==> config.mk <==
export PLATFORM = sky130hd
export DESIGN_NAME = telemetry_group_packet_parser_core
export DESIGN_NICKNAME = d
export VERILOG_FILES = /design/src/rtl/core/tgpp_pkg.sv /design/src/rtl/core/tgpp_in_stage.sv /design/src/rtl/core/tgpp_parse.sv /design/src/rtl/core/tgpp_out_stage.sv /design/src/rtl/core/telemetry_group_packet_parser_core.sv
export SDC_FILE = /design/constraint.sdc
export NUM_CORES = 1
export LEC_CHECK = 0
export ABC_AREA = 1
export BUFFER_PORTS_ARGS = -buffer_cell sky130_fd_sc_hd__buf_2
export CAP_MARGIN = 15
export CORE_ASPECT_RATIO = 1.2
export CORE_MARGIN = 1.5
export CORE_UTILIZATION = 30
export DETAILED_ROUTE_END_ITERATION = 12
export PLACE_DENSITY = 0.59
export SLEW_MARGIN = 5
export SYNTH_ARGS = -nofsm -noshare
export SYNTH_HDL_FRONTEND = slang
export SYNTH_SLANG_ARGS = --single-unit
==> constraint.sdc <==
create_clock -name clk -period 4.3 [get_ports clk]
set_input_delay 0.215 -clock clk [delete_from_list [all_inputs] [get_ports clk]]
set_output_delay 0.215 -clock clk [all_outputs]
set_load 0.005 [all_outputs]
==> src/rtl/core/tgpp_pkg.sv <==
`timescale 1ns / 1ps
`default_nettype none

package tgpp_pkg;

    // one received byte of the datagram
    typedef struct packed {
        logic [7:0] rx_byte;
        logic       packet_start;
    } tgpp_in_t;

    // one result beat: group record or end-of-packet status
    typedef struct packed {
        logic        result_kind;
        logic [2:0]  group_code;
        logic [31:0] value_a;
        logic [31:0] value_b;
        logic [31:0] value_c;
        logic        packet_ok;
    } tgpp_out_t;

    // parser phases
    typedef enum logic [2:0] {
        PH_IDLE,
        PH_HDR_N,
        PH_MASK_L,
        PH_MASK_H,
        PH_ID,
        PH_BODY,
        PH_TERM
    } tgpp_phase_t;

    // handshake between the input stage and the parse step
    typedef struct packed {
        logic valid;
        logic fire;
    } tgpp_step_t;

    // framing characters
    localparam logic [7:0] CH_START = 8'h50;  // 'P'
    localparam logic [7:0] CH_HDR_N = 8'h4E;  // 'N'
    localparam logic [7:0] CH_TERM  = 8'h21;  // '!'

    // group ids
    localparam logic [7:0] ID_ACCEL    = 8'h32;  // '2'
    localparam logic [7:0] ID_RATES    = 8'h33;  // '3'
    localparam logic [7:0] ID_ATTITUDE = 8'h34;  // '4'
    localparam logic [7:0] ID_AIRFLOW  = 8'h35;  // '5'
    localparam logic [7:0] ID_POSITION = 8'h37;  // '7'

    // group codes on the result
    localparam logic [2:0] GRP_ACCEL    = 3'd0;
    localparam logic [2:0] GRP_RATES    = 3'd1;
    localparam logic [2:0] GRP_ATTITUDE = 3'd2;
    localparam logic [2:0] GRP_AIRFLOW  = 3'd3;
    localparam logic [2:0] GRP_POSITION = 3'd4;

    // result kinds
    localparam logic KIND_RECORD = 1'b0;
    localparam logic KIND_STATUS = 1'b1;

    // group body layout: three kept words, then word four and checksum
    localparam int         NUM_WORDS      = 3;
    localparam logic [4:0] BODY_KEEP_END  = 5'd12;
    localparam logic [4:0] BODY_LAST      = 5'd16;

endpackage

`default_nettype wire

==> src/rtl/core/tgpp_in_stage.sv <==
`timescale 1ns / 1ps
`default_nettype none

module tgpp_in_stage (
    input  wire logic              clk,
    input  wire logic              rst_n,
    input  wire logic              byte_valid,
    output logic                   byte_stall,
    input  wire tgpp_pkg::tgpp_in_t byte_data,
    input  wire logic              hold,
    output tgpp_pkg::tgpp_step_t   step,
    output tgpp_pkg::tgpp_in_t     item
);
    import tgpp_pkg::*;

    logic     item_valid_reg;
    logic     item_valid_next;
    tgpp_in_t item_reg;

    // stall only while a byte is held and the parse step cannot advance
    assign byte_stall = item_valid_reg && hold;

    // next valid: new beat when open, keep held beat otherwise
    always_comb
    begin
        if (byte_stall)
        begin
            item_valid_next = item_valid_reg;
        end
        else
        begin
            item_valid_next = byte_valid;
        end
    end

    // control register
    always_ff @(posedge clk or negedge rst_n)
    begin
        if (!rst_n)
        begin
            item_valid_reg <= 1'b0;
        end
        else
        begin
            item_valid_reg <= item_valid_next;
        end
    end

    // payload register
    always_ff @(posedge clk)
    begin
        if (!byte_stall && byte_valid)
        begin
            item_reg <= byte_data;
        end
    end

    assign step.valid = item_valid_reg;
    assign step.fire  = item_valid_reg && !hold;
    assign item       = item_reg;

endmodule

`default_nettype wire

==> src/rtl/core/tgpp_parse.sv <==
`timescale 1ns / 1ps
`default_nettype none

module tgpp_parse (
    input  wire logic                clk,
    input  wire logic                rst_n,
    input  wire tgpp_pkg::tgpp_step_t step,
    input  wire tgpp_pkg::tgpp_in_t   item,
    output logic                     rec_valid,
    output tgpp_pkg::tgpp_out_t      rec
);
    import tgpp_pkg::*;

    tgpp_phase_t phase_reg;
    tgpp_phase_t phase_next;
    logic [7:0]  mask_reg;
    logic [7:0]  mask_next;
    logic [7:0]  mask_retired;
    logic [4:0]  count_reg;
    logic [4:0]  count_next;
    logic [2:0]  group_reg;
    logic [2:0]  group_next;
    logic [31:0] word_buf_reg [NUM_WORDS];
    logic        id_known;
    logic [2:0]  id_code;
    logic        word_we;
    logic [1:0]  word_sel;
    logic [7:0]  rx;

    assign rx           = item.rx_byte;
    assign mask_retired = mask_reg & (mask_reg - 8'd1);

    // group id decode
    always_comb
    begin
        id_known = 1'b1;
        id_code  = GRP_ACCEL;
        unique case (rx)
            ID_ACCEL:    id_code = GRP_ACCEL;
            ID_RATES:    id_code = GRP_RATES;
            ID_ATTITUDE: id_code = GRP_ATTITUDE;
            ID_AIRFLOW:  id_code = GRP_AIRFLOW;
            ID_POSITION: id_code = GRP_POSITION;
            default:     id_known = 1'b0;
        endcase
    end

    // next phase
    always_comb
    begin
        phase_next = phase_reg;
        if (step.fire)
        begin
            if (item.packet_start)
            begin
                phase_next = (rx == CH_START) ? PH_HDR_N : PH_IDLE;
            end
            else
            begin
                unique case (phase_reg)
                    PH_IDLE:   phase_next = PH_IDLE;
                    PH_HDR_N:  phase_next = (rx == CH_HDR_N) ? PH_MASK_L : PH_IDLE;
                    PH_MASK_L: phase_next = PH_MASK_H;
                    PH_MASK_H: phase_next = (mask_reg == 8'd0) ? PH_TERM : PH_ID;
                    PH_ID:     phase_next = id_known ? PH_BODY : PH_IDLE;
                    PH_BODY:
                    begin
                        if (count_reg >= BODY_LAST)
                        begin
                            phase_next = (mask_retired == 8'd0) ? PH_TERM : PH_ID;
                        end
                    end
                    PH_TERM:   phase_next = PH_IDLE;
                    default:   phase_next = PH_IDLE;
                endcase
            end
        end
    end

    // outputs and datapath state
    always_comb
    begin
        mask_next  = mask_reg;
        count_next = count_reg;
        group_next = group_reg;
        word_we    = 1'b0;
        word_sel   = count_reg[3:2];
        rec_valid  = 1'b0;
        rec        = '0;
        if (step.fire)
        begin
            if (item.packet_start)
            begin
                if (rx != CH_START)
                begin
                    rec_valid        = 1'b1;
                    rec.result_kind  = KIND_STATUS;
                end
            end
            else
            begin
                unique case (phase_reg)
                    PH_IDLE:
                    begin
                    end
                    PH_HDR_N:
                    begin
                        if (rx != CH_HDR_N)
                        begin
                            rec_valid       = 1'b1;
                            rec.result_kind = KIND_STATUS;
                        end
                    end
                    PH_MASK_L:
                    begin
                        mask_next = rx;
                    end
                    PH_MASK_H:
                    begin
                    end
                    PH_ID:
                    begin
                        if (id_known)
                        begin
                            group_next = id_code;
                            count_next = 5'd0;
                        end
                        else
                        begin
                            rec_valid       = 1'b1;
                            rec.result_kind = KIND_STATUS;
                        end
                    end
                    PH_BODY:
                    begin
                        word_we = (count_reg < BODY_KEEP_END);
                        if (count_reg >= BODY_LAST)
                        begin
                            rec_valid       = 1'b1;
                            rec.result_kind = KIND_RECORD;
                            rec.group_code  = group_reg;
                            rec.value_a     = word_buf_reg[0];
                            rec.value_b     = word_buf_reg[1];
                            rec.value_c     = word_buf_reg[2];
                            mask_next       = mask_retired;
                            count_next      = 5'd0;
                        end
                        else
                        begin
                            count_next = count_reg + 5'd1;
                        end
                    end
                    PH_TERM:
                    begin
                        rec_valid       = 1'b1;
                        rec.result_kind = KIND_STATUS;
                        rec.packet_ok   = (rx == CH_TERM);
                    end
                    default:
                    begin
                    end
                endcase
            end
        end
    end

    // control state
    always_ff @(posedge clk or negedge rst_n)
    begin
        if (!rst_n)
        begin
            phase_reg <= PH_IDLE;
            mask_reg  <= 8'd0;
            count_reg <= 5'd0;
            group_reg <= GRP_ACCEL;
        end
        else
        begin
            phase_reg <= phase_next;
            mask_reg  <= mask_next;
            count_reg <= count_next;
            group_reg <= group_next;
        end
    end

    // little-endian word assembly, newest byte enters at the top
    for (genvar gi = 0; gi < NUM_WORDS; gi++)
    begin : g_word
        always_ff @(posedge clk)
        begin
            if (word_we && (word_sel == 2'(gi)))
            begin
                word_buf_reg[gi] <= {rx, word_buf_reg[gi][31:8]};
            end
        end
    end

    // body position never runs past the checksum byte
    a_count_range: assert property (@(posedge clk) disable iff (!rst_n)
        (phase_reg == PH_BODY) |-> (count_reg <= BODY_LAST))
        else $error("group byte count past checksum");

    // terminator phase always closes the packet with a status
    a_term_status: assert property (@(posedge clk) disable iff (!rst_n)
        (step.fire && !item.packet_start && (phase_reg == PH_TERM))
            |-> (rec_valid && (rec.result_kind == KIND_STATUS)))
        else $error("terminator byte without status");

    // after a status the parser sits idle unless a start byte follows
    a_status_idle: assert property (@(posedge clk) disable iff (!rst_n)
        (rec_valid && (rec.result_kind == KIND_STATUS)) |=> (phase_reg == PH_IDLE))
        else $error("parser not idle after status");

endmodule

`default_nettype wire

==> src/rtl/core/tgpp_out_stage.sv <==
`timescale 1ns / 1ps
`default_nettype none

module tgpp_out_stage (
    input  wire logic                clk,
    input  wire logic                rst_n,
    input  wire tgpp_pkg::tgpp_step_t step,
    input  wire logic                rec_valid,
    input  wire tgpp_pkg::tgpp_out_t  rec,
    output logic                     hold,
    output logic                     res_valid,
    input  wire logic                res_stall,
    output tgpp_pkg::tgpp_out_t      res_data
);
    import tgpp_pkg::*;

    logic      res_valid_reg;
    logic      res_valid_next;
    tgpp_out_t res_data_reg;

    // a waiting result blocks the parse step
    assign hold = res_valid_reg && res_stall;

    // next valid: load a new result, keep a stalled one, else drain
    always_comb
    begin
        if (hold)
        begin
            res_valid_next = 1'b1;
        end
        else
        begin
            res_valid_next = step.fire && rec_valid;
        end
    end

    always_ff @(posedge clk or negedge rst_n)
    begin
        if (!rst_n)
        begin
            res_valid_reg <= 1'b0;
        end
        else
        begin
            res_valid_reg <= res_valid_next;
        end
    end

    always_ff @(posedge clk)
    begin
        if (step.fire && rec_valid)
        begin
            res_data_reg <= rec;
        end
    end

    assign res_valid = res_valid_reg;
    assign res_data  = res_data_reg;

    // a taken result with nothing new behind it leaves the register empty
    a_drain: assert property (@(posedge clk) disable iff (!rst_n)
        (res_valid_reg && !res_stall && !step.valid) |=> !res_valid_reg)
        else $error("result repeated after it was taken");

endmodule

`default_nettype wire

==> src/rtl/core/telemetry_group_packet_parser_core.sv <==
// a completing byte sits in the input register, then its result beat in the result register
// one byte per cycle unless stalled, one parse step per byte between input and result regs
// a result waiting under stall holds the parse step; one more byte is still buffered
// reset: asynchronous active low, clears valid flags and parser state to idle
// the assembled group words are not reset and are always written before use
`timescale 1ns / 1ps
`default_nettype none

module telemetry_group_packet_parser_core (
    input  wire logic                clk,
    input  wire logic                rst_n,
    input  wire logic                byte_valid,
    output logic                     byte_stall,
    input  wire tgpp_pkg::tgpp_in_t   byte_data,
    output logic                     res_valid,
    input  wire logic                res_stall,
    output tgpp_pkg::tgpp_out_t      res_data
);
    import tgpp_pkg::*;

    tgpp_step_t step;
    tgpp_in_t   item;
    tgpp_out_t  rec;
    logic       rec_valid;
    logic       hold;

    // input register
    tgpp_in_stage u_in (
        .clk        (clk),
        .rst_n      (rst_n),
        .byte_valid (byte_valid),
        .byte_stall (byte_stall),
        .byte_data  (byte_data),
        .hold       (hold),
        .step       (step),
        .item       (item)
    );

    // parser state and one-byte step
    tgpp_parse u_parse (
        .clk       (clk),
        .rst_n     (rst_n),
        .step      (step),
        .item      (item),
        .rec_valid (rec_valid),
        .rec       (rec)
    );

    // result register
    tgpp_out_stage u_out (
        .clk       (clk),
        .rst_n     (rst_n),
        .step      (step),
        .rec_valid (rec_valid),
        .rec       (rec),
        .hold      (hold),
        .res_valid (res_valid),
        .res_stall (res_stall),
        .res_data  (res_data)
    );

    // input side only stalls behind a stalled result
    a_stall_cause: assert property (@(posedge clk) disable iff (!rst_n)
        byte_stall |-> (res_valid && res_stall))
        else $error("input stalled with result side open");

endmodule

`default_nettype wire

# Word-level counts from Yosys, hierarchy flattened
# Memories as Yosys holds them, arrays and structs flattened.
# Cells that the tools add are included.
dict set report classes {
  bitwise_logic 6
  magnitude_cmp 2
  shifts 0
  multipliers 0
  addsub 2
  reduce_logical 24
  eq_ne 21
  div_mod_pow 0
  n_mux 40
}
# op count
set op_table {}
lappend op_table {{2-to-1 mux 32 bit} 2}
lappend op_table {{OR reduction 32 bit} 2}
lappend op_table {{equality test 8 x 6 -> 1 bit, second input constant} 6}
lappend op_table {{2-to-1 mux 1 bit} 21}
lappend op_table {{equality test 8 x 7 -> 1 bit, second input constant} 2}
lappend op_table {{zero test 8 bit} 2}
lappend op_table {{inequality test 8 x 7 -> 1 bit, second input constant} 2}
lappend op_table {{one-hot mux 8 bit (2 select lines)} 1}
lappend op_table {{one-hot mux 3 bit (5 select lines)} 1}
lappend op_table {{one-hot mux 3 bit (4 select lines)} 1}
lappend op_table {{AND reduction 4 bit} 3}
lappend op_table {{2-to-1 mux 2 bit} 5}
lappend op_table {{2-to-1 mux 5 bit} 2}
lappend op_table {{one-hot mux 5 bit (2 select lines)} 1}
lappend op_table {{equality test 3 bit, second input constant} 3}
lappend op_table {{2-to-1 mux 3 bit} 3}
lappend op_table {{AND 8 bit} 1}
lappend op_table {{logical AND 1 bit} 8}
lappend op_table {{2-to-1 mux 8 bit} 1}
lappend op_table {{one-hot mux 1 bit (4 select lines)} 2}
lappend op_table {{subtractor 8 x 1 -> 8 bit, second input constant} 1}
lappend op_table {{equality test 3 x 2 -> 1 bit, second input constant} 2}
lappend op_table {{adder 5 x 1 -> 5 bit, second input constant} 1}
lappend op_table {{greater-or-equal comparator 5 bit, second input constant} 1}
lappend op_table {{other kinds (14)} 21}
dict set report word_totals {
  reg_bits 131
  inputBits 13
  latch_bits 0
  mem_bits_rw 96
  mem_bits_ro 0
  memories 1
}
# name words width read_ports rd_clocked_by_memory_dff write_ports line_no
set memory_table {}
lappend memory_table {u_parse.word_buf_reg 3 32 3 0 1 tgpp_parse.sv:23} ;# logic [31:0] word_buf_reg [NUM_WORDS];

# Depth between registers and ports, before layout
# Gate-level depths: netlist (run 1).
dict set report depth {
  ltp_word 10
  ltp_mapped 9
}

# Modules after synthesis
# From an unflattened synthesis (run 1), not the netlist that was laid out.
dict set report hier_totals {
  cells_unflattened 645
  hier_area_um2 8559.5
}
# mod seq_area_each_um2 cells_each area_per_inst_um2 instances
set modules_own_cells {}
lappend modules_own_cells {tgpp_parse 3358.2 520 5152.4 1}
lappend modules_own_cells {tgpp_out_stage 3057.9 107 3076.7 1}
lappend modules_own_cells {tgpp_in_stage 295.3 18 330.3 1}

# Least setup slack after synthesis (run 1)
# OpenSTA, ideal clock, no wires.
dict set report synth_path {
  path_kind {register -> register}
  from {reg u_out.res_valid_reg (netlist: u_out.res_valid)}
  to {mem u_parse.word_buf_reg[2][0] (netlist: u_parse.word_buf_reg[0][64]), enable pin}
  n_path_buf 0
  period_less_slack_ns 3.778
  path_stages_with_launch 8
  arrival_ns 3.317
  setup_slack_ns 0.522
  path_cell_list {dfrtp_1 > nand2_1 > nand2_1 > nor2_1 > inv_1 > nor2_1 > inv_1 > nor3_1}
}
dict set report synth_via {
  elab_chain_len 10
  elab_cells_between_ends 19
  cone_classes {11 x mux; 8 x reduce/logical}
}
# element line_no
set synth_rtl {}
lappend synth_rtl {{start, declared} tgpp_out_stage.sv:17} ;# logic res_valid_reg;
lappend synth_rtl {{start signal, assigned} tgpp_out_stage.sv:45} ;# res_valid_reg <= res_valid_next;
lappend synth_rtl {{logical AND 1 bit (*)} tgpp_out_stage.sv:22} ;# assign hold = res_valid_reg && res_stall;
lappend synth_rtl {{zero test 1 bit (*)} tgpp_in_stage.sv:59} ;# assign step.fire = item_valid_reg && !hold;
lappend synth_rtl {{logical AND 1 bit (*)} tgpp_in_stage.sv:59}
lappend synth_rtl {{2-to-1 mux 1 bit (*)} tgpp_parse.sv:90} ;# if (step.fire)
lappend synth_rtl {{logical AND 1 bit} tgpp_parse.sv:191} ;# if (word_we && (word_sel == 2'(gi)))
lappend synth_rtl {{2-to-1 mux 1 bit} tgpp_parse.sv:191}
lappend synth_rtl {{2-to-1 mux 1 bit (not written as such)} tgpp_parse.sv:193} ;# word_buf_reg[gi] <= {rx, word_buf_reg[gi][31:8]};
lappend synth_rtl {{OR reduction 32 bit (no source line)} -}
lappend synth_rtl {{2-to-1 mux 2 bit (no source line) or 2-to-1 mux 1 bit (tied branches) (2 in a row)} -}
lappend synth_rtl {{end, declared} tgpp_parse.sv:23}
# Every way passes the cells marked *; elsewhere a longest branch is shown, timed or not.

# Worst setup path after layout (run 1)
dict set report layout_path {
  from {reg u_parse.phase_reg[1]}
  to {reg, netlist name u_out.res_data[69]}
}
dict set report layout_via {
  elab_chain_len 5
  elab_cells_between_ends 8
  cone_classes {4 x eq/ne; 3 x mux; 1 x reduce/logical}
}
# element line_no
set layout_rtl {}
lappend layout_rtl {{start, declared} tgpp_parse.sv:14} ;# tgpp_phase_t phase_reg;
lappend layout_rtl {{start signal, assigned} tgpp_parse.sv:179} ;# phase_reg <= phase_next;
lappend layout_rtl {{equality test 3 bit or equality test 3 x 1 -> 1 bit (tied branches)} tgpp_parse.sv:102} ;# unique case (phase_reg)
lappend layout_rtl {{one-hot mux 1 bit (4 select lines) (*)} tgpp_parse.sv:102}
lappend layout_rtl {{2-to-1 mux 1 bit (*)} tgpp_parse.sv:92} ;# if (item.packet_start)
lappend layout_rtl {{2-to-1 mux 1 bit (*)} tgpp_parse.sv:90}
lappend layout_rtl {{logical AND 1 bit (*)} tgpp_out_stage.sv:51} ;# if (step.fire && rec_valid)
# Marks and branches as above.
# A chain may end at the register's enable or synchronous reset.

==> flow_metrics.py, run 1 <==
metrics = {
    "yosys": {
        "synth_seq_area_share_pct": 80.3,
        "synth_top_area_share_pct": 74.0,
        "netlist_top_cells_area": "edfxtp_1 (74%), dfrtp_1 (6.3%), inv_1 (5.9%), nor2_1 (5.8%), nand2_1 (2.2%)",
        "avgSynthCellArea_um2": 13.5,
        "async_flop_share_pct": 9.25,
        "synth_area_um2": 8350,
        "synth-edff-count": 206,
        "ys_ff_latch": 227,
        "yosysMostFrequentCell": "edfxtp_1",
        "yosys_warnings": 0,
        "yosysUniqueCellTypes": 30,
        "synth_top_area_cell": "edfxtp_1",
        "yosys_most_used_dff": "edfxtp_1",
        "syn_nets": 634,
        "syn-instance-count": 620,
        "synth_common_cells": "edfxtp_1 (206), inv_1 (131), nor2_1 (130)",
    },
    "timing": {
        "worst_pin_slew_ns": 0.849,
        "hold_viol": 0,
        "fin_ws_ns": 1.57,
        "setup_violations": 0,
        "fin_skew_ns": 0.00647,
        "max_slew_margin_pct": 43.4,
        "rsz0062_at_grt": "false",
        "slew_viol_final": 0,
        "period_share_pct": 63.5,
        "max_freq_mhz": 366,
        "setup_tns_ns": 0,
        "holdWs_ns": 0.198,
        "fin_crit_ns": 2.73,
    },
    "detailed_routing": {
        "routed_wl_mm": 15.8,
        "drc": 0,
        "routed-via-count": 4683,
        "viasPerCell": 4.17,
        "dr.pass1.iters": 4,
        "drtIter0Drc": 321,
        "wl_per_cell_um": 14.1,
        "antenna_left": 0,
    },
    "critical_path": {
        "crit_required_ns": 4.50,
        "slowest_delay_ns": 0.60,
        "worstSetupPathType": "register to register",
        "crit_start": "u_parse.phase_reg[1]",
        "crit_family": "buffers and inverters",
        "cp_cell_sequence": "inv_1 -> nand3_2 -> inv_2 -> nand2_2 -> nand2_1 -> inv_1 -> nand4_1 -> nand2_1 -> inv_4 -> buf_4",
        "end_kind": "register",
        "worstPathArrival_ns": 2.93,
        "crit_fanout": 63,
        "cp_num_buf_inv": 5,
        "r2r-start": "u_parse.phase_reg[1]",
        "critPathLaunchType": "register",
        "crit_path_top_delay_cell": "inv_4",
    },
    "grt": {
        "antenna_found_initial": 0,
        "grt_pass1_wl_mm": 24.1,
        "grt_pass1_vias": 4489,
        "grt_max_degree": 64,
        "grt_usage_pct": 10.8,
        "grt_overflow_total": 0,
    },
    "floorplanning": {
        "fp-row-count": 66,
        "dieWidth_um": 155,
        "dieArea_um2": 28900,
        "die_h_um": 186,
        "start_util_pct": 30.7,
        "pin_count": 116,
        "core-area_um2": 27300,
    },
    "clock_tree": {
        "ctsLongestPathBuffers": 3,
        "clk_pin_slew_ns": 0.06,
        "cts_sinks": 227,
        "clk_latency_ns": 0.52,
        "cts_tree": "yes",
        "ctsHoldBuffers": 12,
        "cts_max_level": 1,
        "cts_buffers": 23,
        "ctsResizeCount": 0,
        "cts_root_buffer": "clkbuf_16",
        "post_cts_buffers": 0,
    },
    "power": {
        "power_density_nw_per_um2": 487,
        "ir_worst_vdd_v": 0.000222,
        "finalPower_mw": 5.00,
        "cellLeakagePower_nw": 4.32,
    },
    "flow_run": {
        "maxCapViolCount": 0,
    },
    "final_layout": {
        "largest_reg_flops": 101,
        "drive_gt1_share_pct": 21.6,
        "fin_area_um2": 10300,
        "nets": 780,
        "final_cells": 1123,
        "antenna_cells": 0,
        "postLayoutCoreUtil_pct": 37.7,
        "nFillCells": 2608,
        "syn_to_final_growth_pct": 22.9,
    },
    "placed_design": {
        "dp_cells": 1069,
        "globalplace.congestion": 0.797,
        "placed_cell_area_um2": 9370,
        "port_buffers": 115,
        "place_hpwl_mm": 10.4,
        "place_ws_ns": 1.53,
    },
    "run_status": {
        "status": "finished, final reports clean",
    },
    "worst_hold_path": {
        "hold_path.class": "primary input to asynchronous set/reset pin",
    },
}
area by class of cell:
type	count	area [um2]	area share, %
Sequential cell	227	6710	65.3
Multi-Input combinational cell	249	1120	10.9
Inverter	132	498	4.85
Tap cell	340	425	4.14
Clock buffer	32	649	6.32
Clock inverter	10	130	1.27
Timing Repair Buffer	133	741	7.21
worst reg2reg max path: cells and delay by family, from the launching register on:
kind | cells | cell delay [ns]
simple gates | 5 | 0.49
buf+inv | 5 | 1.46
flops | 1 | 0.44
cells in the final DEF, fill, tap and decap left out, types with 3 or more instances in the layout:
cell	n
nand4_1	4
inv_1	130
nor3_2	5
clkinv_2	3
buf_4	6
dfrtp_1	21
clkbuf_1	5
o21ai_0	17
edfxtp_1	206
nor2_1	130
a21oi_1	4
o211ai_1	3
nand3_1	16
nor3_1	5
buf_2	115
nand2_1	50
clkbuf_16	23
clkbuf_8	4
dlygate4sd3_1	12
report_power, final:
group | switching [mW] | leakage, nW | total (mW) | internal, mW
logic | 0.201 | 1.76 | 0.323 | 0.121
clock network | 0.839 | 0.377 | 2.03 | 1.19
registers | 0.0611 | 2.18 | 2.65 | 2.59
kinds of logic after synthesis:
logic type / count (synthesis) / synth area share, %
compound gates: 32 / 2.31
xor+xnor: 1 / 0.105
fa+ha+maj: 1 / 0.150
buf+inv: 144 / 6.57
flops: 227 / 80.3
simple gates: 215 / 10.5
final timing paths:
path / cells past startpoint / slack, ns / endpoint
max: 10 / 1.57 / u_out.res_data[69]
min: 2 / 0.20 / u_parse.count_reg[0]
max reg2reg: 10 / 1.57 / u_out.res_data[69]
min reg2reg: 0 / 0.44 / u_parse.word_buf_reg[0][41]
max in group asynchronous: 2 / 3.77 / u_parse.mask_reg[3]
min in group clk: 2 / 0.41 / u_in.item[6]
metal layers:
metal / share of wire (%) / GRT usage [%] / vias to the layer above
li1: - / - / 2321
met1: 42 / 13.1 / 2222
met2: 50 / 19.4 / 118
met3: 5.0 / 1.93 / 22
met4: 2.2 / 3.77 / 0
met5: 0 / 0 / -
(Power assumes the default switching activity.)
==> run 2, diff against run 1 <==
--- a/config.mk
+++ b/config.mk
@@ -5,7 +5,7 @@
 export SDC_FILE = /design/constraint.sdc
 export NUM_CORES = 1
 export LEC_CHECK = 0
-export ABC_AREA = 1
+export ABC_AREA = 0
 export BUFFER_PORTS_ARGS = -buffer_cell sky130_fd_sc_hd__buf_2
 export CAP_MARGIN = 15
 export CORE_ASPECT_RATIO = 1.2
==> constraint.sdc (replaced) <==
create_clock -name clk -period 2.8 [get_ports clk]
set_input_delay 0.14 -clock clk [delete_from_list [all_inputs] [get_ports clk]]
set_output_delay 0.14 -clock clk [all_outputs]
set_load 0.005 [all_outputs]
==> run 2 against run 1 <==
Non-clock buffer count is 2 higher; critical path type unchanged; largest cell class unchanged; first-iteration DRC count is 12% higher; power rose by 41%; sequential power grew 44%.
==> flow_metrics.py, run 2 <==
metrics = {
    "critical_path": {
        "worstSetupPathType": "register to register",
        "worstPathArrival_ns": 2.49,
        "cp_cell_sequence": "a21bo_1 -> or4_1 -> inv_1 -> and3_1 -> buf_12",
        "end_kind": "register",
        "reg2reg_depth": 5,
        "crit_fanout": 32,
        "critPathLaunchType": "register",
        "crit_required_ns": 2.98,
        "slowest_delay_ns": 0.63,
        "crit_path_top_delay_cell": "or4_1",
    },
    "grt": {
        "grt_usage_pct": 10.7,
        "grt_pass1_wl_mm": 23.6,
        "grt_pass1_vias": 4284,
        "antenna_found_initial": 0,
        "grt_max_degree": 101,
        "grt_overflow_total": 0,
    },
    "final_layout": {
        "antenna_cells": 0,
        "largest_reg_flops": 101,
        "final_common_cell": "edfxtp_1",
        "nFillCells": 2500,
        "nets": 619,
        "syn_to_final_growth_pct": 24.2,
        "fin_area_um2": 10200,
        "drive_gt1_share_pct": 27.4,
        "final_cell_mix": "edfxtp_1 (206), buf_2 (115), and2_1 (102), clkbuf_16 (23), dfrtp_1 (21)",
        "final_cells": 960,
    },
    "floorplanning": {
        "dieArea_um2": 28400,
        "dieWidth_um": 154,
        "fp-row-count": 66,
        "pin_count": 116,
        "die_h_um": 184,
        "core-area_um2": 27000,
        "start_util_pct": 30.4,
    },
    "detailed_routing": {
        "wl_per_cell_um": 16.1,
        "drc": 0,
        "routed-via-count": 4209,
        "dr.pass1.iters": 4,
        "antenna_left": 0,
        "routed_wl_mm": 15.5,
        "viasPerCell": 4.38,
        "drtIter0Drc": 361,
    },
    "yosys": {
        "ys_ff_latch": 227,
        "yosys_warnings": 0,
        "synth_area_um2": 8210,
        "synth_top_area_cell": "edfxtp_1",
        "synth_seq_area_share_pct": 81.7,
        "syn-instance-count": 463,
        "netlist_top_cells_area": "edfxtp_1 (75%), and2_1 (7.8%), dfrtp_1 (6.4%), a22o_1 (0.96%), o21ai_0 (0.67%)",
        "async_flop_share_pct": 9.25,
        "syn_nets": 477,
        "yosysUniqueCellTypes": 54,
        "synth_top_area_share_pct": 75.3,
        "yosysMostFrequentCell": "edfxtp_1",
        "yosys_most_used_dff": "edfxtp_1",
        "avgSynthCellArea_um2": 17.7,
        "synth_common_cells": "edfxtp_1 (206), and2_1 (102), dfrtp_1 (21)",
        "synth-edff-count": 206,
    },
    "clock_tree": {
        "cts_max_level": 1,
        "cts_root_buffer": "clkbuf_16",
        "cts_tree": "yes",
        "clk_latency_ns": 0.49,
        "cts_sinks": 227,
        "clk_pin_slew_ns": 0.07,
        "ctsLongestPathBuffers": 3,
        "post_cts_buffers": 0,
        "cts_buffers": 22,
    },
    "timing": {
        "max_slew_margin_pct": 63.4,
        "fin_skew_ns": 0.00874,
        "setup_violations": 0,
        "period_share_pct": 82.5,
        "worst_pin_slew_ns": 0.548,
        "max_freq_mhz": 433,
        "hold_viol": 0,
        "fin_crit_ns": 2.31,
        "rsz0062_at_grt": "false",
        "slew_viol_final": 0,
    },
    "flow_run": {
        "maxCapViolCount": 0,
    },
    "power": {
        "cellLeakagePower_nw": 3.74,
        "power_density_nw_per_um2": 693,
        "finalPower_mw": 7.07,
        "ir_worst_vdd_v": 0.000331,
    },
    "placed_design": {
        "port_buffers": 115,
        "dp_cells": 908,
        "place_hpwl_mm": 10.3,
        "placed_cell_area_um2": 9310,
        "globalplace.congestion": 0.852,
    },
    "worst_hold_path": {
        "hold_path.class": "primary input to asynchronous set/reset pin",
    },
    "run_status": {
        "status": "finished, final reports clean",
    },
}
==> run 2: worst max-delay path, delay by kind of cell (launching register included) <==
kind / cells / cell delay [ns]
simple gates: 2 / 0.86
compound gates: 1 / 0.32
flops: 1 / 0.41
buf+inv: 2 / 0.39
==> run 2: metal layers <==
layer	part of all wire [%]	wire (um)	GRT usage (%)
met3	4.4	678	1.98
met4	1.6	253	3.18
met2	54	8330	19.9
met5	0	0	0
met1	40	6230	12.4
==> run 2: cells by family (layout without fill, tap and decap cells) <==
family	count (synthesis)	in the layout	synth area share [%]
mux	3	3	0.442
fa+ha+maj	2	2	0.274
compound gates	45	45	4.05
buf+inv	24	181	1.25
xor+xnor	2	2	0.213
simple gates	160	160	12.1
flops	227	227	81.7
==> run 2: what timing repair did <==
action                    4_1_cts  5_1_grt
gates resized for setup         0        0
hold buffers                   13        0
hold endpoints to repair       32        0
==> run 2: where the power goes <==
| part | total, mW | internal (mW) | switching, mW |
|---|---|---|---|
| registers | 3.81 | 3.76 | 0.0475 |
| clock network | 3.06 | 1.87 | 1.19 |
| logic | 0.197 | 0.0818 | 0.115 |
| total | 7.07 | 5.72 | 1.35 |
==> run 2: layout make-up <==
class                           count  area [um2]  area share [%]
Multi-Input combinational cell    212        1460            14.3
Timing Repair Buffer              135         821            8.05
Sequential cell                   227        6710            65.8
Inverter                            7        26.3           0.258
Tap cell                          340         425            4.17
Clock inverter                     12         165            1.62
Clock buffer                       27         591            5.79
==> run 2: worst paths after layout <==
path / from / endpoint / slack, ns
worst max register to register: u_out.res_valid / u_parse.word_buf_reg[0][64] / 0.49
worst min register to register: u_parse.word_buf_reg[0][56] / u_parse.word_buf_reg[0][48] / 0.44
worst min-delay path: rst_n / u_parse.group_reg[0] / 0.15
worst max-delay path: u_out.res_valid / u_parse.word_buf_reg[0][64] / 0.49
max in group asynchronous: rst_n / u_parse.mask_reg[7] / 2.29
min in group clk: byte_data[0] / u_in.item[0] / 0.36
==> run 2: through the flow <==
stage	util, %	TNS [ns]	hold slack [ns]	setup WS [ns]
after floorplan	-	-50.06	-0.156	-0.496
after global placement	34.5	0	0.136	0.554
after detailed placement	34.5	0	0.155	0.509
after CTS	37.8	0	0.163	0.503
after global routing	37.8	0	0.207	0.336
final	37.8	0	0.150	0.490
==> run 3, diff against run 2 <==
--- a/config.mk
+++ b/config.mk
@@ -5,14 +5,14 @@
 export SDC_FILE = /design/constraint.sdc
 export NUM_CORES = 1
 export LEC_CHECK = 0
-export ABC_AREA = 0
+export ABC_AREA = 1
 export BUFFER_PORTS_ARGS = -buffer_cell sky130_fd_sc_hd__buf_2
 export CAP_MARGIN = 15
 export CORE_ASPECT_RATIO = 1.2
 export CORE_MARGIN = 1.5
 export CORE_UTILIZATION = 30
 export DETAILED_ROUTE_END_ITERATION = 12
-export PLACE_DENSITY = 0.59
+export PLACE_DENSITY = 0.61
 export SLEW_MARGIN = 5
 export SYNTH_ARGS = -nofsm -noshare
 export SYNTH_HDL_FRONTEND = slang
==> constraint.sdc (replaced) <==
create_clock -name clk -period 1.95 [get_ports clk]
set_input_delay 0.0975 -clock clk [delete_from_list [all_inputs] [get_ports clk]]
set_output_delay 0.0975 -clock clk [all_outputs]
set_load 0.005 [all_outputs]
==> run 3 against run 2 <==
The flow now finishes with violations (negative setup slack); sequential share of layout area shrank 3.2 points; clock power grew 44%; count of clock-buffer cells in the layout grew 1; global-route usage grew 0.61 points; hold slack lost 0.039 ns; sequential power grew 53%; routed wire length grew 6.1%; worst setup slack lost 0.49 ns; core utilization grew 1.6 points; critical path depth grew 5; die area grew 1.7%; critical path type unchanged; critical endpoint is now u_out.res_data[100].
==> flow_metrics.py, run 3 (same netlist as run 1, synthesis figures left out) <==
metrics = {
    "grt": {
        "grt_usage_pct": 11.3,
        "grt_overflow_total": 0,
        "grt_max_degree": 54,
        "grt_pass1_vias": 4634,
        "grt_pass1_wl_mm": 25.1,
        "antenna_found_initial": 0,
    },
    "detailed_routing": {
        "viasPerCell": 4.19,
        "routed-via-count": 4859,
        "dr.pass1.iters": 5,
        "wl_per_cell_um": 14.2,
        "drtIter0Drc": 379,
        "routed_wl_mm": 16.4,
        "antenna_left": 0,
        "drc": 0,
    },
    "timing": {
        "max_freq_mhz": 512,
        "rsz0062_at_grt": "true",
        "fin_crit_ns": 1.95,
        "max_slew_margin_pct": 63.2,
        "worst_pin_slew_ns": 0.553,
        "hold_viol": 0,
        "setup_violations": 17,
        "fin_ws_ns": -0.00420,
        "fin_skew_ns": 0.0141,
        "slew_viol_final": 0,
        "period_share_pct": 100,
    },
    "clock_tree": {
        "cts_max_level": 1,
        "clk_pin_slew_ns": 0.06,
        "cts_buffers": 24,
        "cts_root_buffer": "clkbuf_16",
        "clk_latency_ns": 0.51,
        "cts_tree": "yes",
        "cts_sinks": 227,
        "ctsLongestPathBuffers": 3,
    },
    "placed_design": {
        "place_hpwl_mm": 11.1,
        "port_buffers": 115,
        "dp_cells": 1099,
        "place_ws_ns": -0.0248,
        "placed_cell_area_um2": 9750,
        "globalplace.congestion": 0.846,
    },
    "floorplanning": {
        "dieWidth_um": 155,
        "pin_count": 116,
        "core-area_um2": 27300,
        "start_util_pct": 30.7,
        "fp-row-count": 66,
        "dieArea_um2": 28900,
        "die_h_um": 186,
    },
    "flow_run": {
        "maxCapViolCount": 0,
    },
    "power": {
        "power_density_nw_per_um2": 1050,
        "cellLeakagePower_nw": 4.54,
        "ir_worst_vdd_v": 0.000475,
    },
    "final_layout": {
        "postLayoutCoreUtil_pct": 39.4,
        "final_cells": 1160,
        "seqCellArea_um2": 6710,
        "largest_reg_flops": 101,
        "antenna_cells": 0,
        "nets": 817,
        "nFillCells": 2578,
        "drive_gt1_share_pct": 26.1,
        "multi_input_area_um2": 1180,
        "syn_to_final_growth_pct": 28.4,
        "final_common_cell": "edfxtp_1",
        "fin_area_um2": 10700,
        "final_cell_mix": "edfxtp_1 (206), inv_1 (128), nor2_1 (126), buf_2 (115), nand2_1 (47)",
    },
    "critical_path": {
        "r2r_end": "u_out.res_data[100]",
        "worstPathArrival_ns": 2.21,
        "critPathLaunchType": "register",
        "cp_cell_sequence": "inv_1 -> nand2_2 -> nor3_2 -> nand2_1 -> nand3_2 -> nand4_1 -> nand2_2 -> clkinvlp_4 -> buf_12 -> buf_12",
        "crit_fanout": 22,
        "crit_family": "simple AND/OR/NAND/NOR gates",
        "end_kind": "register",
        "worstSetupPathType": "register to register",
        "crit_start": "u_in.item[4]",
        "crit_path_top_delay_cell": "edfxtp_1",
        "reg2reg_depth": 10,
        "crit_required_ns": 2.20,
        "regToRegSetupSlack_ns": -0.004,
        "critPathCapture": "u_out.res_data[100]",
        "cp.depth": 10,
        "slowest_delay_ns": 0.48,
        "cp_num_buf_inv": 4,
        "r2r-start": "u_in.item[4]",
    },
    "run_status": {
        "violations": "negative setup slack",
        "status": "finished with violations",
    },
    "worst_hold_path": {
        "hold_path.class": "primary input to asynchronous set/reset pin",
    },
}
[run 3: cell types whose count changed in the layout (fill, tap and decap cells not counted), moves of 9 or more]
cell,previous run,this run
buf_4,2,30
nand2_1,5,47
nand3_1,6,15
and2_1,102,0
a22o_1,9,0
nor2_1,11,126
inv_1,7,128
[run 3: area by class of cell]
| type | instances | area share [%] |
|---|---|---|
| clock inverter | 15 | 1.24 |
| sequential | 227 | 62.6 |
| inverter | 132 | 4.65 |
| timing repair buffer | 169 | 10.7 |
| multi-input combinational | 249 | 11.0 |
| clock buffer | 28 | 5.94 |
| tap | 340 | 3.97 |
[run 3: repair_timing]
| item | CTS | global route |
|---|---|---|
| pin swaps | 0 | 2 |
| cloned | 0 | 2 |
| endpoints found under the hold margin | 32 | 0 |
| hold buffers | 13 | 0 |
| buffers inserted | 0 | 3 |
| gates resized for setup | 1 | 6 |
| endpoints found under the setup margin | 63 | 98 |
[run 3: worst min-delay path by stage]
stage,slack (ns),from,cells past startpoint,to
floorplan,-0.20,rst_n,0,u_in.item_valid_reg
global placement,0.12,rst_n,1,u_parse.count_reg[2]
detailed placement,0.12,rst_n,1,u_parse.count_reg[1]
CTS,0.11,rst_n,2,u_parse.mask_reg[4]
global route,0.14,rst_n,2,u_parse.mask_reg[4]
finish,0.11,rst_n,2,u_parse.mask_reg[4]
[run 3: layer usage]
layer	GRT usage, %	wire (um)
met1	13.8	6790
met2	19.6	8240
met3	2.54	1010
met4	4.04	393
met5	0	0
[run 3: worst register-to-register path, stage by stage (launching register included)]
cell and delay, ns:
edfxtp_1 0.48, inv_1 0.11, nand2_2 0.08, nor3_2 0.19
nand2_1 0.11, nand3_2 0.09, nand4_1 0.09, nand2_2 0.12
clkinvlp_4 0.10, buf_12 0.16, buf_12 0.17
[run 3: metrics by stage]
step	total power, mW	hold WS [ns]	TNS, ns
2_1_floorplan	6.23	-0.198	-137.32
3_3_place_gp	6.85	0.118	-0.150
3_5_place_dp	6.86	0.123	-0.859
4_1_cts	11.3	0.106	0
5_1_grt	11.7	0.144	-10.15
6_report	11.2	0.112	-0.0401
[run 3: where the power goes]
group / internal [mW] / switching [mW] / total, mW / leakage, nW
combinational: 0.448 / 0.536 / 0.984 / 1.99
clock: 2.60 / 1.80 / 4.40 / 0.371
sequential: 5.71 / 0.130 / 5.84 / 2.18
total: 8.76 / 2.46 / 11.2 / 4.54
